<file path="config.mk">
export PLATFORM = sky130hd
export DESIGN_NAME = tracker_step_sequencer
export DESIGN_NICKNAME = d
export VERILOG_FILES = /design/src/sv/tss_pkg.sv /design/src/sv/tracker_step_sequencer.sv /design/src/sv/tss_ram.sv /design/src/sv/tss_front.sv /design/src/sv/tss_queue.sv /design/src/sv/tss_back.sv
export SDC_FILE = /design/constraint.sdc
export NUM_CORES = 2
export LEC_CHECK = 0
export BUFFER_PORTS_ARGS = -buffer_cell sky130_fd_sc_hd__buf_2
export CAP_MARGIN = 40
export CORE_MARGIN = 3
export CORE_UTILIZATION = 60
export DETAILED_ROUTE_END_ITERATION = 16
export PLACE_DENSITY = 0.76
export SLEW_MARGIN = 20
export SYNTH_ARGS = -nofsm -noshare
export SYNTH_HDL_FRONTEND = slang
export SYNTH_SLANG_ARGS = --single-unit
</file>
<file path="constraint.sdc">
create_clock -name clk -period 5.8 [get_ports clk]
set_clock_uncertainty 0.05 [all_clocks]
set_input_delay 0.29 -clock clk [delete_from_list [all_inputs] [get_ports clk]]
set_output_delay 0.29 -clock clk [all_outputs]
set_load 0.02 [all_outputs]
</file>
<file path="src/sv/tss_pkg.sv">
package tss_pkg;

    // Default geometry
    localparam int CHANNELS_DEF    = 4;
    localparam int STEPS_DEF       = 16;
    localparam int PHRASES_DEF     = 16;
    localparam int SONG_LENGTH_DEF = 16;

    // Step field carried in a queued command; covers the largest phrase length (64)
    localparam int STEP_FIELD_W = 6;
    // Field widths fixed by the word format
    localparam int FIELD4_W     = 4;
    localparam int QUEUE_DEPTH  = 4;

    localparam logic [15:0] PERIOD_RESET = 16'd9;
    localparam logic [15:0] COUNT_MAX    = 16'hFFFF;
    localparam logic [7:0]  NOTE_MAX     = 8'd127;
    localparam logic [7:0]  SEMITONES    = 8'd12;

    // Register index of step_period (taken from paddr[2])
    localparam logic REG_STEP_PERIOD = 1'b0;

    typedef enum logic [1:0] {
        FN_TICK   = 2'd0,
        FN_TOGGLE = 2'd1,
        FN_SONG   = 2'd2,
        FN_PHRASE = 2'd3
    } func_t;

    typedef enum logic [1:0] {
        CMD_FIRE   = 2'd0,
        CMD_SONG   = 2'd1,
        CMD_PHRASE = 2'd2
    } cmd_kind_t;

    typedef enum logic [1:0] {
        BK_IDLE = 2'd0,
        BK_READ = 2'd1,
        BK_EMIT = 2'd2
    } back_state_t;

    typedef struct packed {
        cmd_kind_t                 kind;
        logic [STEP_FIELD_W-1:0]   step;        // play step for a fire
        logic [1:0]                channel;     // song write channel
        logic                      ref_valid;   // song entry holds a phrase
        logic [FIELD4_W-1:0]       phrase;      // song phrase or phrase being written
        logic [FIELD4_W-1:0]       step_index;
        logic                      note_valid;
        logic [FIELD4_W-1:0]       semitone;
        logic [FIELD4_W-1:0]       octave;
        logic [1:0]                instrument;
    } cmd_t;

    typedef struct packed {
        logic full;
        logic empty;
    } q_stat_t;

endpackage

</file>
<file path="src/sv/tracker_step_sequencer.sv">
// Channel   Dir  Handshake               Words
// s_*       in   s_tvalid / s_tready     one command word (tick, toggle, song or phrase write)
// m_*       out  m_tvalid / m_tready     one channel event word, m_tlast on the last channel
// apb       in   psel / penable / pready one register write or read (step_period at 0x0)
//
// Flow: a word that fires no step is handled in the front end, and a table write is also
// queued for the back end. A firing step leaves the command queue, then each channel takes
// a phrase RAM read and then an output register load in the back end.
// Stalls: the four-entry command queue lets the front keep accepting while the back
// end waits on m_tready; s_tready drops only when the queue is full.
// Reset: asynchronous, active low; song and phrase valid bits clear at once, so no
// clearing pass follows reset and the block accepts words as soon as reset is released.
module tracker_step_sequencer #(
    parameter int CHANNELS    = tss_pkg::CHANNELS_DEF,
    parameter int STEPS       = tss_pkg::STEPS_DEF,
    parameter int PHRASES     = tss_pkg::PHRASES_DEF
) (
    input  logic        clk,
    input  logic        rst_n,
    // command stream
    input  logic        s_tvalid,
    output logic        s_tready,
    // [1:0] channel_index, [5:2] song_position, [10:6] phrase_ref, [14:11] phrase number,
    // [18:15] step_index, [23:19] note, [27:24] octave, [29:28] instrument, [31:30] zero
    input  logic [31:0] s_tdata,
    // [1:0] func
    input  logic [1:0]  s_tuser,
    // event stream
    output logic        m_tvalid,
    input  logic        m_tready,
    // [1:0] out_channel, [2] gate_on, [9:3] note_number, [11:10] out_instrument, [15:12] zero
    output logic [15:0] m_tdata,
    output logic        m_tlast,
    // register port
    input  logic        psel,
    input  logic        penable,
    input  logic        pwrite,
    input  logic [2:0]  paddr,
    input  logic [31:0] pwdata,
    output logic [31:0] prdata,
    output logic        pready
);
    import tss_pkg::*;

    logic [15:0] step_period_reg;
    logic        cfg_wr;
    logic        push, pop;
    cmd_t        push_cmd, head;
    q_stat_t     q_stat;

    // Song positions other than 0 are never played, so the song table keeps
    // only the position-0 column; the song length stays fixed at SONG_LENGTH_DEF.

    // Register file: one register, decoded on paddr[2]
    assign pready = 1'b1;
    assign cfg_wr = psel && penable && pwrite && (paddr[2] == REG_STEP_PERIOD);
    assign prdata = (paddr[2] == REG_STEP_PERIOD) ? {16'b0, step_period_reg} : '0;

    always_ff @(posedge clk or negedge rst_n)
    begin
        if (!rst_n)
        begin
            step_period_reg <= PERIOD_RESET;
        end
        else if (cfg_wr)
        begin
            step_period_reg <= pwdata[15:0];
        end
    end

    // Front end: count ticks, run the play state, filter writes
    tss_front #(
        .CHANNELS(CHANNELS),
        .STEPS   (STEPS),
        .PHRASES (PHRASES)
    ) u_front (
        .clk        (clk),
        .rst_n      (rst_n),
        .s_tvalid   (s_tvalid),
        .s_tready   (s_tready),
        .s_tdata    (s_tdata),
        .s_tuser    (s_tuser),
        .step_period(step_period_reg),
        .q_stat     (q_stat),
        .push       (push),
        .push_cmd   (push_cmd)
    );

    // Command queue keeps writes and fires in order between the two halves
    tss_queue #(
        .DEPTH(QUEUE_DEPTH)
    ) u_queue (
        .clk     (clk),
        .rst_n   (rst_n),
        .push    (push),
        .push_cmd(push_cmd),
        .pop     (pop),
        .head    (head),
        .stat    (q_stat)
    );

    // Back end: apply table writes, walk the channels of a fired step
    tss_back #(
        .CHANNELS(CHANNELS),
        .PHRASES (PHRASES)
    ) u_back (
        .clk     (clk),
        .rst_n   (rst_n),
        .q_stat  (q_stat),
        .head    (head),
        .pop     (pop),
        .m_tvalid(m_tvalid),
        .m_tready(m_tready),
        .m_tdata (m_tdata),
        .m_tlast (m_tlast)
    );

endmodule

</file>
<file path="src/sv/tss_ram.sv">
module tss_ram #(
    parameter int WIDTH = 10,
    parameter int DEPTH = 256
) (
    input  logic                     clk,
    input  logic                     wr_en,
    input  logic [$clog2(DEPTH)-1:0] wr_addr,
    input  logic [WIDTH-1:0]         wr_data,
    input  logic [$clog2(DEPTH)-1:0] rd_addr,
    output logic [WIDTH-1:0]         rd_data
);

    logic [WIDTH-1:0] mem [DEPTH];
    logic [WIDTH-1:0] rd_data_reg;

    always_ff @(posedge clk)
    begin
        if (wr_en)
        begin
            mem[wr_addr] <= wr_data;
        end
        rd_data_reg <= mem[rd_addr];
    end

    assign rd_data = rd_data_reg;

endmodule

</file>
<file path="src/sv/tss_front.sv">
module tss_front #(
    parameter int CHANNELS = tss_pkg::CHANNELS_DEF,
    parameter int STEPS    = tss_pkg::STEPS_DEF,
    parameter int PHRASES  = tss_pkg::PHRASES_DEF
) (
    input  logic            clk,
    input  logic            rst_n,
    input  logic            s_tvalid,
    output logic            s_tready,
    input  logic [31:0]     s_tdata,
    input  logic [1:0]      s_tuser,
    input  logic [15:0]     step_period,
    input  tss_pkg::q_stat_t q_stat,
    output logic            push,
    output tss_pkg::cmd_t   push_cmd
);
    import tss_pkg::*;

    localparam int STW = $clog2(STEPS);

    logic [15:0]    count_reg, count_next, count_inc;
    logic [STW-1:0] step_reg, step_next;
    logic           play_reg, play_next;
    logic           accept;
    func_t          fn;

    logic [1:0] channel_index;
    logic [3:0] song_position;
    logic [4:0] phrase_ref;
    logic [3:0] phrase_sel;
    logic [3:0] step_index;
    logic [4:0] note;
    logic [3:0] octave;
    logic [1:0] instrument;

    assign channel_index = s_tdata[1:0];
    assign song_position = s_tdata[5:2];
    assign phrase_ref    = s_tdata[10:6];
    assign phrase_sel    = s_tdata[14:11];
    assign step_index    = s_tdata[18:15];
    assign note          = s_tdata[23:19];
    assign octave        = s_tdata[27:24];
    assign instrument    = s_tdata[29:28];

    assign fn       = func_t'(s_tuser);
    assign s_tready = !q_stat.full;
    assign accept   = s_tvalid && !q_stat.full;
    assign count_inc = (count_reg == COUNT_MAX) ? count_reg : count_reg + 16'd1;

    always_comb
    begin
        count_next = count_reg;
        step_next  = step_reg;
        play_next  = play_reg;
        push       = 1'b0;
        push_cmd   = '0;
        push_cmd.kind       = CMD_FIRE;
        push_cmd.step       = STEP_FIELD_W'(step_reg);
        push_cmd.channel    = channel_index;
        push_cmd.ref_valid  = !phrase_ref[4] && (9'(phrase_ref[3:0]) < 9'(PHRASES));
        push_cmd.step_index = step_index;
        push_cmd.note_valid = !note[4];
        push_cmd.semitone   = note[3:0];
        push_cmd.octave     = octave;
        push_cmd.instrument = instrument;
        push_cmd.phrase     = phrase_ref[3:0];
        if (accept)
        begin
            unique case (fn)
                FN_TICK:
                begin
                    count_next = count_inc;
                    if (play_reg && count_inc >= step_period)
                    begin
                        push       = 1'b1;
                        count_next = '0;
                        step_next  = (step_reg == STW'(STEPS - 1)) ? '0 : STW'(step_reg + 1'b1);
                    end
                end
                FN_TOGGLE:
                begin
                    step_next = '0;
                    play_next = !play_reg;
                end
                FN_SONG:
                begin
                    // only song position 0 is ever played; drop the rest
                    push_cmd.kind = CMD_SONG;
                    push = (5'(channel_index) < 5'(CHANNELS)) && (song_position == '0);
                end
                FN_PHRASE:
                begin
                    push_cmd.kind   = CMD_PHRASE;
                    push_cmd.phrase = phrase_sel;
                    push = (9'(phrase_sel) < 9'(PHRASES)) && (7'(step_index) < 7'(STEPS));
                end
            endcase
        end
    end

    always_ff @(posedge clk or negedge rst_n)
    begin
        if (!rst_n)
        begin
            count_reg <= '0;
            step_reg  <= '0;
            play_reg  <= 1'b0;
        end
        else
        begin
            count_reg <= count_next;
            step_reg  <= step_next;
            play_reg  <= play_next;
        end
    end

endmodule

</file>
<file path="src/sv/tss_queue.sv">
module tss_queue #(
    parameter int DEPTH = tss_pkg::QUEUE_DEPTH
) (
    input  logic             clk,
    input  logic             rst_n,
    input  logic             push,
    input  tss_pkg::cmd_t    push_cmd,
    input  logic             pop,
    output tss_pkg::cmd_t    head,
    output tss_pkg::q_stat_t stat
);
    import tss_pkg::*;

    localparam int PW = $clog2(DEPTH);

    cmd_t        entry_reg [DEPTH];
    logic [PW-1:0] wr_ptr_reg, rd_ptr_reg;
    logic [PW:0]   fill_reg;

    assign head       = entry_reg[rd_ptr_reg];
    assign stat.full  = (fill_reg == (PW + 1)'(DEPTH));
    assign stat.empty = (fill_reg == '0);

    always_ff @(posedge clk)
    begin
        if (push)
        begin
            entry_reg[wr_ptr_reg] <= push_cmd;
        end
    end

    always_ff @(posedge clk or negedge rst_n)
    begin
        if (!rst_n)
        begin
            wr_ptr_reg <= '0;
            rd_ptr_reg <= '0;
            fill_reg   <= '0;
        end
        else
        begin
            if (push)
            begin
                wr_ptr_reg <= (wr_ptr_reg == PW'(DEPTH - 1)) ? '0 : PW'(wr_ptr_reg + 1'b1);
            end
            if (pop)
            begin
                rd_ptr_reg <= (rd_ptr_reg == PW'(DEPTH - 1)) ? '0 : PW'(rd_ptr_reg + 1'b1);
            end
            unique case ({push, pop})
                2'b10:   fill_reg <= fill_reg + 1'b1;
                2'b01:   fill_reg <= fill_reg - 1'b1;
                default: fill_reg <= fill_reg;
            endcase
        end
    end

endmodule

</file>
<file path="src/sv/tss_back.sv">
module tss_back #(
    parameter int CHANNELS = tss_pkg::CHANNELS_DEF,
    parameter int PHRASES  = tss_pkg::PHRASES_DEF
) (
    input  logic             clk,
    input  logic             rst_n,
    input  tss_pkg::q_stat_t q_stat,
    input  tss_pkg::cmd_t    head,
    output logic             pop,
    output logic             m_tvalid,
    input  logic             m_tready,
    output logic [15:0]      m_tdata,
    output logic             m_tlast
);
    import tss_pkg::*;

    // Writable phrase rows; the phrase field is four bits wide
    localparam int PH_ROWS = (PHRASES < 16) ? PHRASES : 16;
    localparam int PHW     = (PH_ROWS > 1) ? $clog2(PH_ROWS) : 1;
    localparam int AW      = PHW + FIELD4_W;
    localparam int DEPTH   = 1 << AW;
    localparam int CHW     = (CHANNELS > 1) ? $clog2(CHANNELS) : 1;
    localparam int RW      = 3 * FIELD4_W - 2;

    back_state_t state_reg, state_next;
    logic [CHW-1:0] ch_reg, ch_next;
    logic [STEP_FIELD_W-1:0] step_q_reg;
    logic hit_reg, hit_next;

    logic             song_valid_reg [CHANNELS];
    logic [PHW-1:0]   song_phrase_reg [CHANNELS];
    logic [DEPTH-1:0] pv_reg;

    logic          ram_wr_en;
    logic [AW-1:0] ram_wr_addr, ram_rd_addr;
    logic [RW-1:0] ram_wr_data, ram_rd_data;
    logic          song_wr, fire_take, load_out, last_ch;

    logic       out_valid_reg;
    logic [1:0] out_channel_reg, out_instrument_reg;
    logic       gate_on_reg, last_reg;
    logic [6:0] note_number_reg;
    logic [7:0] note_sum;
    logic [6:0] note_sat;

    assign ram_wr_addr = {head.phrase[PHW-1:0], head.step_index};
    assign ram_wr_data = {head.semitone, head.octave, head.instrument};
    assign ram_rd_addr = {song_phrase_reg[ch_reg], step_q_reg[FIELD4_W-1:0]};
    assign last_ch     = (ch_reg == CHW'(CHANNELS - 1));

    tss_ram #(
        .WIDTH(RW),
        .DEPTH(DEPTH)
    ) u_phrase_ram (
        .clk    (clk),
        .wr_en  (ram_wr_en),
        .wr_addr(ram_wr_addr),
        .wr_data(ram_wr_data),
        .rd_addr(ram_rd_addr),
        .rd_data(ram_rd_data)
    );

    assign note_sum = 8'(ram_rd_data[5:2]) * SEMITONES + 8'(ram_rd_data[9:6]);
    assign note_sat = (note_sum > NOTE_MAX) ? NOTE_MAX[6:0] : note_sum[6:0];

    always_comb
    begin
        state_next = state_reg;
        ch_next    = ch_reg;
        hit_next   = hit_reg;
        pop        = 1'b0;
        ram_wr_en  = 1'b0;
        song_wr    = 1'b0;
        fire_take  = 1'b0;
        load_out   = 1'b0;
        unique case (state_reg)
            BK_IDLE:
            begin
                if (!q_stat.empty)
                begin
                    pop = 1'b1;
                    unique case (head.kind)
                        CMD_FIRE:
                        begin
                            fire_take  = 1'b1;
                            ch_next    = '0;
                            state_next = BK_READ;
                        end
                        CMD_SONG:   song_wr   = 1'b1;
                        CMD_PHRASE: ram_wr_en = 1'b1;
                        default:    ;
                    endcase
                end
            end
            BK_READ:
            begin
                // steps beyond the writable range are always empty
                hit_next = song_valid_reg[ch_reg]
                        && (step_q_reg[STEP_FIELD_W-1:FIELD4_W] == '0)
                        && pv_reg[ram_rd_addr];
                state_next = BK_EMIT;
            end
            BK_EMIT:
            begin
                if (!out_valid_reg || m_tready)
                begin
                    load_out = 1'b1;
                    if (last_ch)
                    begin
                        state_next = BK_IDLE;
                    end
                    else
                    begin
                        ch_next    = CHW'(ch_reg + 1'b1);
                        state_next = BK_READ;
                    end
                end
            end
            default: state_next = BK_IDLE;
        endcase
    end

    always_ff @(posedge clk or negedge rst_n)
    begin
        if (!rst_n)
        begin
            state_reg     <= BK_IDLE;
            ch_reg        <= '0;
            hit_reg       <= 1'b0;
            out_valid_reg <= 1'b0;
            pv_reg        <= '0;
            for (int i = 0; i < CHANNELS; i++)
            begin
                song_valid_reg[i] <= 1'b0;
            end
        end
        else
        begin
            state_reg <= state_next;
            ch_reg    <= ch_next;
            hit_reg   <= hit_next;
            if (load_out)
            begin
                out_valid_reg <= 1'b1;
            end
            else if (m_tready)
            begin
                out_valid_reg <= 1'b0;
            end
            if (ram_wr_en)
            begin
                pv_reg[ram_wr_addr] <= head.note_valid;
            end
            if (song_wr)
            begin
                song_valid_reg[CHW'(head.channel)] <= head.ref_valid;
            end
        end
    end

    always_ff @(posedge clk)
    begin
        if (fire_take)
        begin
            step_q_reg <= head.step;
        end
        if (song_wr)
        begin
            song_phrase_reg[CHW'(head.channel)] <= head.phrase[PHW-1:0];
        end
        if (load_out)
        begin
            out_channel_reg    <= 2'(ch_reg);
            gate_on_reg        <= hit_reg;
            note_number_reg    <= hit_reg ? note_sat : '0;
            out_instrument_reg <= hit_reg ? ram_rd_data[1:0] : '0;
            last_reg           <= last_ch;
        end
    end

    assign m_tvalid = out_valid_reg;
    assign m_tlast  = last_reg;
    assign m_tdata  = {4'b0, out_instrument_reg, note_number_reg, gate_on_reg, out_channel_reg};

endmodule

</file>
==> impl_results.md <==
* Total GRT Usage at 28.8%
* Most common cell after layout, fill and taps aside: edfxtp_1
* Finish-stage setup viols at 0
* CP Max Fanout at 13
* Clk sinks at 3025
* Crit path kind: flip-flop to flip-flop
* Drt via density at 6.71
* DIE AREA at 0.203 mm^2
* Initial antenna violation count at 17
* Dpl ws at 1.06 ns
* Layout cell share with drive strength beyond 1 at 34.7%
* Vias in the first global route at 60500
* WL per Instance at 32.8 um
* Core ar. at 0.196 mm^2
* Die X at 451 um
* Hold Crit Class: input pin to flip-flop
* Global route overflow at 0
* First-pass GRT wire length at 424 mm
* FF/Latch Area at 0.0892 mm^2
* Post-synth ARST share at 10.2%
* Multi-input logic area at 0.0282 mm^2
* Clock Latency Late Sink at 0.93 ns
* DRT Pass-1 Iters at 6
* PwrDens at 466 mW/mm^2
* Post CTS Setup Buffer Count at 0
* Total power at 0.0633 W
* Synth cell types at 59
* I/O pins at 128
* Slew HR at 22.1%
* CTS tree: yes
* Synth Instances at 5370
* Peak Freq at 206 MHz
* Filler cell count at 11300
* I/O Buffers at 86
* Unrepaired setup endpoints after global routing: false
* Register area share after synthesis at 75.1%
* Nature of the critical path startpoint: flip-flop
* Routed Antenna Nets at 0
* Root Driver: clkbuf_16
* Avg Cell Area, Syn at 22.1 um^2
* Rows at 162
* Max clock buf depth at 4
* CTS resizes at 0
* Maximum number of pins on one net before global-route repair at 213
* Required @ worst endpoint at 6.58 ns
* CTS clock-pin slew for the worst setup and hold paths at 0.06 ns
* Most common flop cell mapped by yosys: edfxtp_1
* Max FFs per register at 2560
* CTS buffer count at 308
* Commonest cells after routing, fill and taps aside: edfxtp_1 (2705), mux4_2 (891), buf_4 (342)
* Final Hold Viols at 0
* Number of nets in the layout at 6049
* Fin crit period at 4.85 ns
* Maximum vdd drop at 0.461 mV
* DRC Markers at 0
* Worst-margin pin slew at 1.17 ns
* Cell Area, Synth at 0.119 mm^2
* Final period util at 83.6%
* Die Ht at 451 um
* Max-cap viol count at 0
* Htree depth at 5
* Arr. time, crit path at 5.62 ns
* Final wirelength at 288 mm
* Status: finished clean
* Synth Warn # at 0
* Leak at 45.5 nW
* Sum Neg Setup Slack at 0 ns
* Yosys reg bits at 3025
* Initial Util at 60.7%
* Vias at 59000
* Fin worst setup slack at 0.953 ns
* Synth-to-Final Area Change at 14.2%
* Post-synth EDFFs at 2705
* Routability cong. at 0.840
* Hpwl dp at 170 mm
* Endpoint class of the critical path: flip-flop
* Max-slew violations at 0
* DR iter-0 viols at 8198
==> cell families (layout without fill, tap and decap cells) <==
group / Yosys count / after routing / synth area share [%]
adders and majority gates: 35 / 35 / 0.388
DFF: 3025 / 3025 / 75.1
other: 2 / 26 / 0.00632
muxes: 1199 / 1199 / 19.9
buffers and inverters: 364 / 1138 / 1.37
AOI/OAI and AO/OA: 210 / 210 / 1.20
xor gates and xnor gates: 20 / 20 / 0.147
and+or+nand+nor: 515 / 515 / 1.92
==> repair_timing <==
action / CTS / global route
endpoints found under the setup margin: 0 / 0
hold buffers: 71 / 0
endpoints found under the hold margin: 341 / 0
==> path summary, 6_finish.rpt <==
| path | startpoint | to | slack [ns] | cells after the start |
|---|---|---|---|---|
| worst max-delay path | u_front.count_reg[2]$_DFFE_PN0P_ | u_queue.fill_reg[2]$_DFFE_PN0P_ | 0.95 | 20 |
| max in group asynchronous | rst_n | u_back.pv_reg[73]$_DFFE_PN0P_ | 4.35 | 4 |
| worst min register to register | u_back.pv_reg[179]$_DFFE_PN0P_ | u_back.pv_reg[179]$_DFFE_PN0P_ | 0.43 | 1 |
| min in group asynchronous | rst_n | u_back.hit_reg$_DFFE_PN0N_ | 0.47 | 4 |
| worst max register to register | u_front.count_reg[2]$_DFFE_PN0P_ | u_queue.fill_reg[2]$_DFFE_PN0P_ | 0.95 | 20 |
| worst min-delay path | s_tdata[22] | u_queue.entry_reg[3][9]$_DFFE_PP_ | 0.09 | 2 |
==> synth_stat cells (4+ instances only) <==
master,count,area share (%)
clkbuf_1,185,0.58
edfxtp_1,2705,68
buf_6,7,0.066
and3_1,7,0.037
xnor2_1,14,0.10
mux2_2,276,2.6
a21oi_1,57,0.24
mux2i_1,9,0.076
nor3_1,13,0.055
nor2_1,301,0.95
dfxtp_1,10,0.17
nand2_1,76,0.24
a21o_1,7,0.044
a22oi_1,86,0.54
o21a_1,7,0.044
and2_1,24,0.13
inv_1,42,0.13
a41o_1,8,0.067
nand4_1,9,0.047
ha_1,32,0.34
mux4_2,903,17
nor3b_1,4,0.025
o211ai_1,6,0.038
or4_1,15,0.095
buf_4,32,0.20
o21ai_0,20,0.084
buf_1,27,0.085
xor2_1,6,0.044
buf_2,71,0.30
nor2b_1,15,0.079
nand2b_1,10,0.053
or2_2,4,0.021
nand3_1,24,0.10
mux2_1,11,0.10
dfrtp_1,308,6.5
==> where the power goes <==
part | total, W | leakage, nW | switching [W] | internal [W]
clock network | 0.0196 | 4.89 | 0.00798 | 0.0116
logic | 0.0158 | 12.0 | 0.0100 | 0.00579
registers | 0.0278 | 28.6 | 0.000488 | 0.0273
==> per-stage QoR <==
step | util (%) | instance area (um^2) | hold slack, ns | instances
2_1_floorplan | - | 119000 | -0.0556 | 5389
3_3_place_gp | 63.4 | 124000 | 0.231 | 8120
3_5_place_dp | 63.7 | 125000 | 0.233 | 8170
4_1_cts | 69.2 | 135000 | 0.0191 | 8776
5_1_grt | 69.3 | 136000 | 0.0580 | 8788
6_report | 69.3 | 136000 | 0.0855 | 8792
==> area by class of cell <==
type                    count  share of cell area [%]
clock buffers             413                    6.38
clock inverters           122                   0.947
inverters                  42                   0.116
repair buffers            561                    3.68
flip-flops and latches   3025                    65.7
diodes                      5                 0.00922
well taps                2624                    2.42
multi-input cells        2000                    20.7
==> metal layers <==
| layer | share of wire (%) | track usage [%] | routed length, um | vias up |
|---|---|---|---|---|
| met5 | 0.033 | 0 | 95 | - |
| met4 | 4.5 | 11.8 | 13100 | 14 |
| met3 | 9.8 | 6.21 | 28200 | 608 |
| met2 | 49 | 45.2 | 141000 | 3495 |
| met1 | 37 | 40.3 | 106000 | 31400 |
| li1 | - | - | - | 23500 |
==> critical path, stage by stage, from the launching register on <==
cell and delay [ns]:
dfrtp_1 0.46, and4_1 0.29, nand4_1 0.16, nor4_1 0.43, and3_1 0.30, nor2_1 0.11
nand4_1 0.13, xnor2_1 0.16, ha_1 0.27, a2111oi_0 0.34, o21ai_0 0.21, a22oi_1 0.19
buf_4 0.24, o2bb2ai_1 0.19, inv_1 0.13, ha_1 0.20, inv_1 0.07, fa_1 0.38
xor2_1 0.15, nor2_1 0.12, xor2_1 0.16
Power figures use the tool's default switching activity.
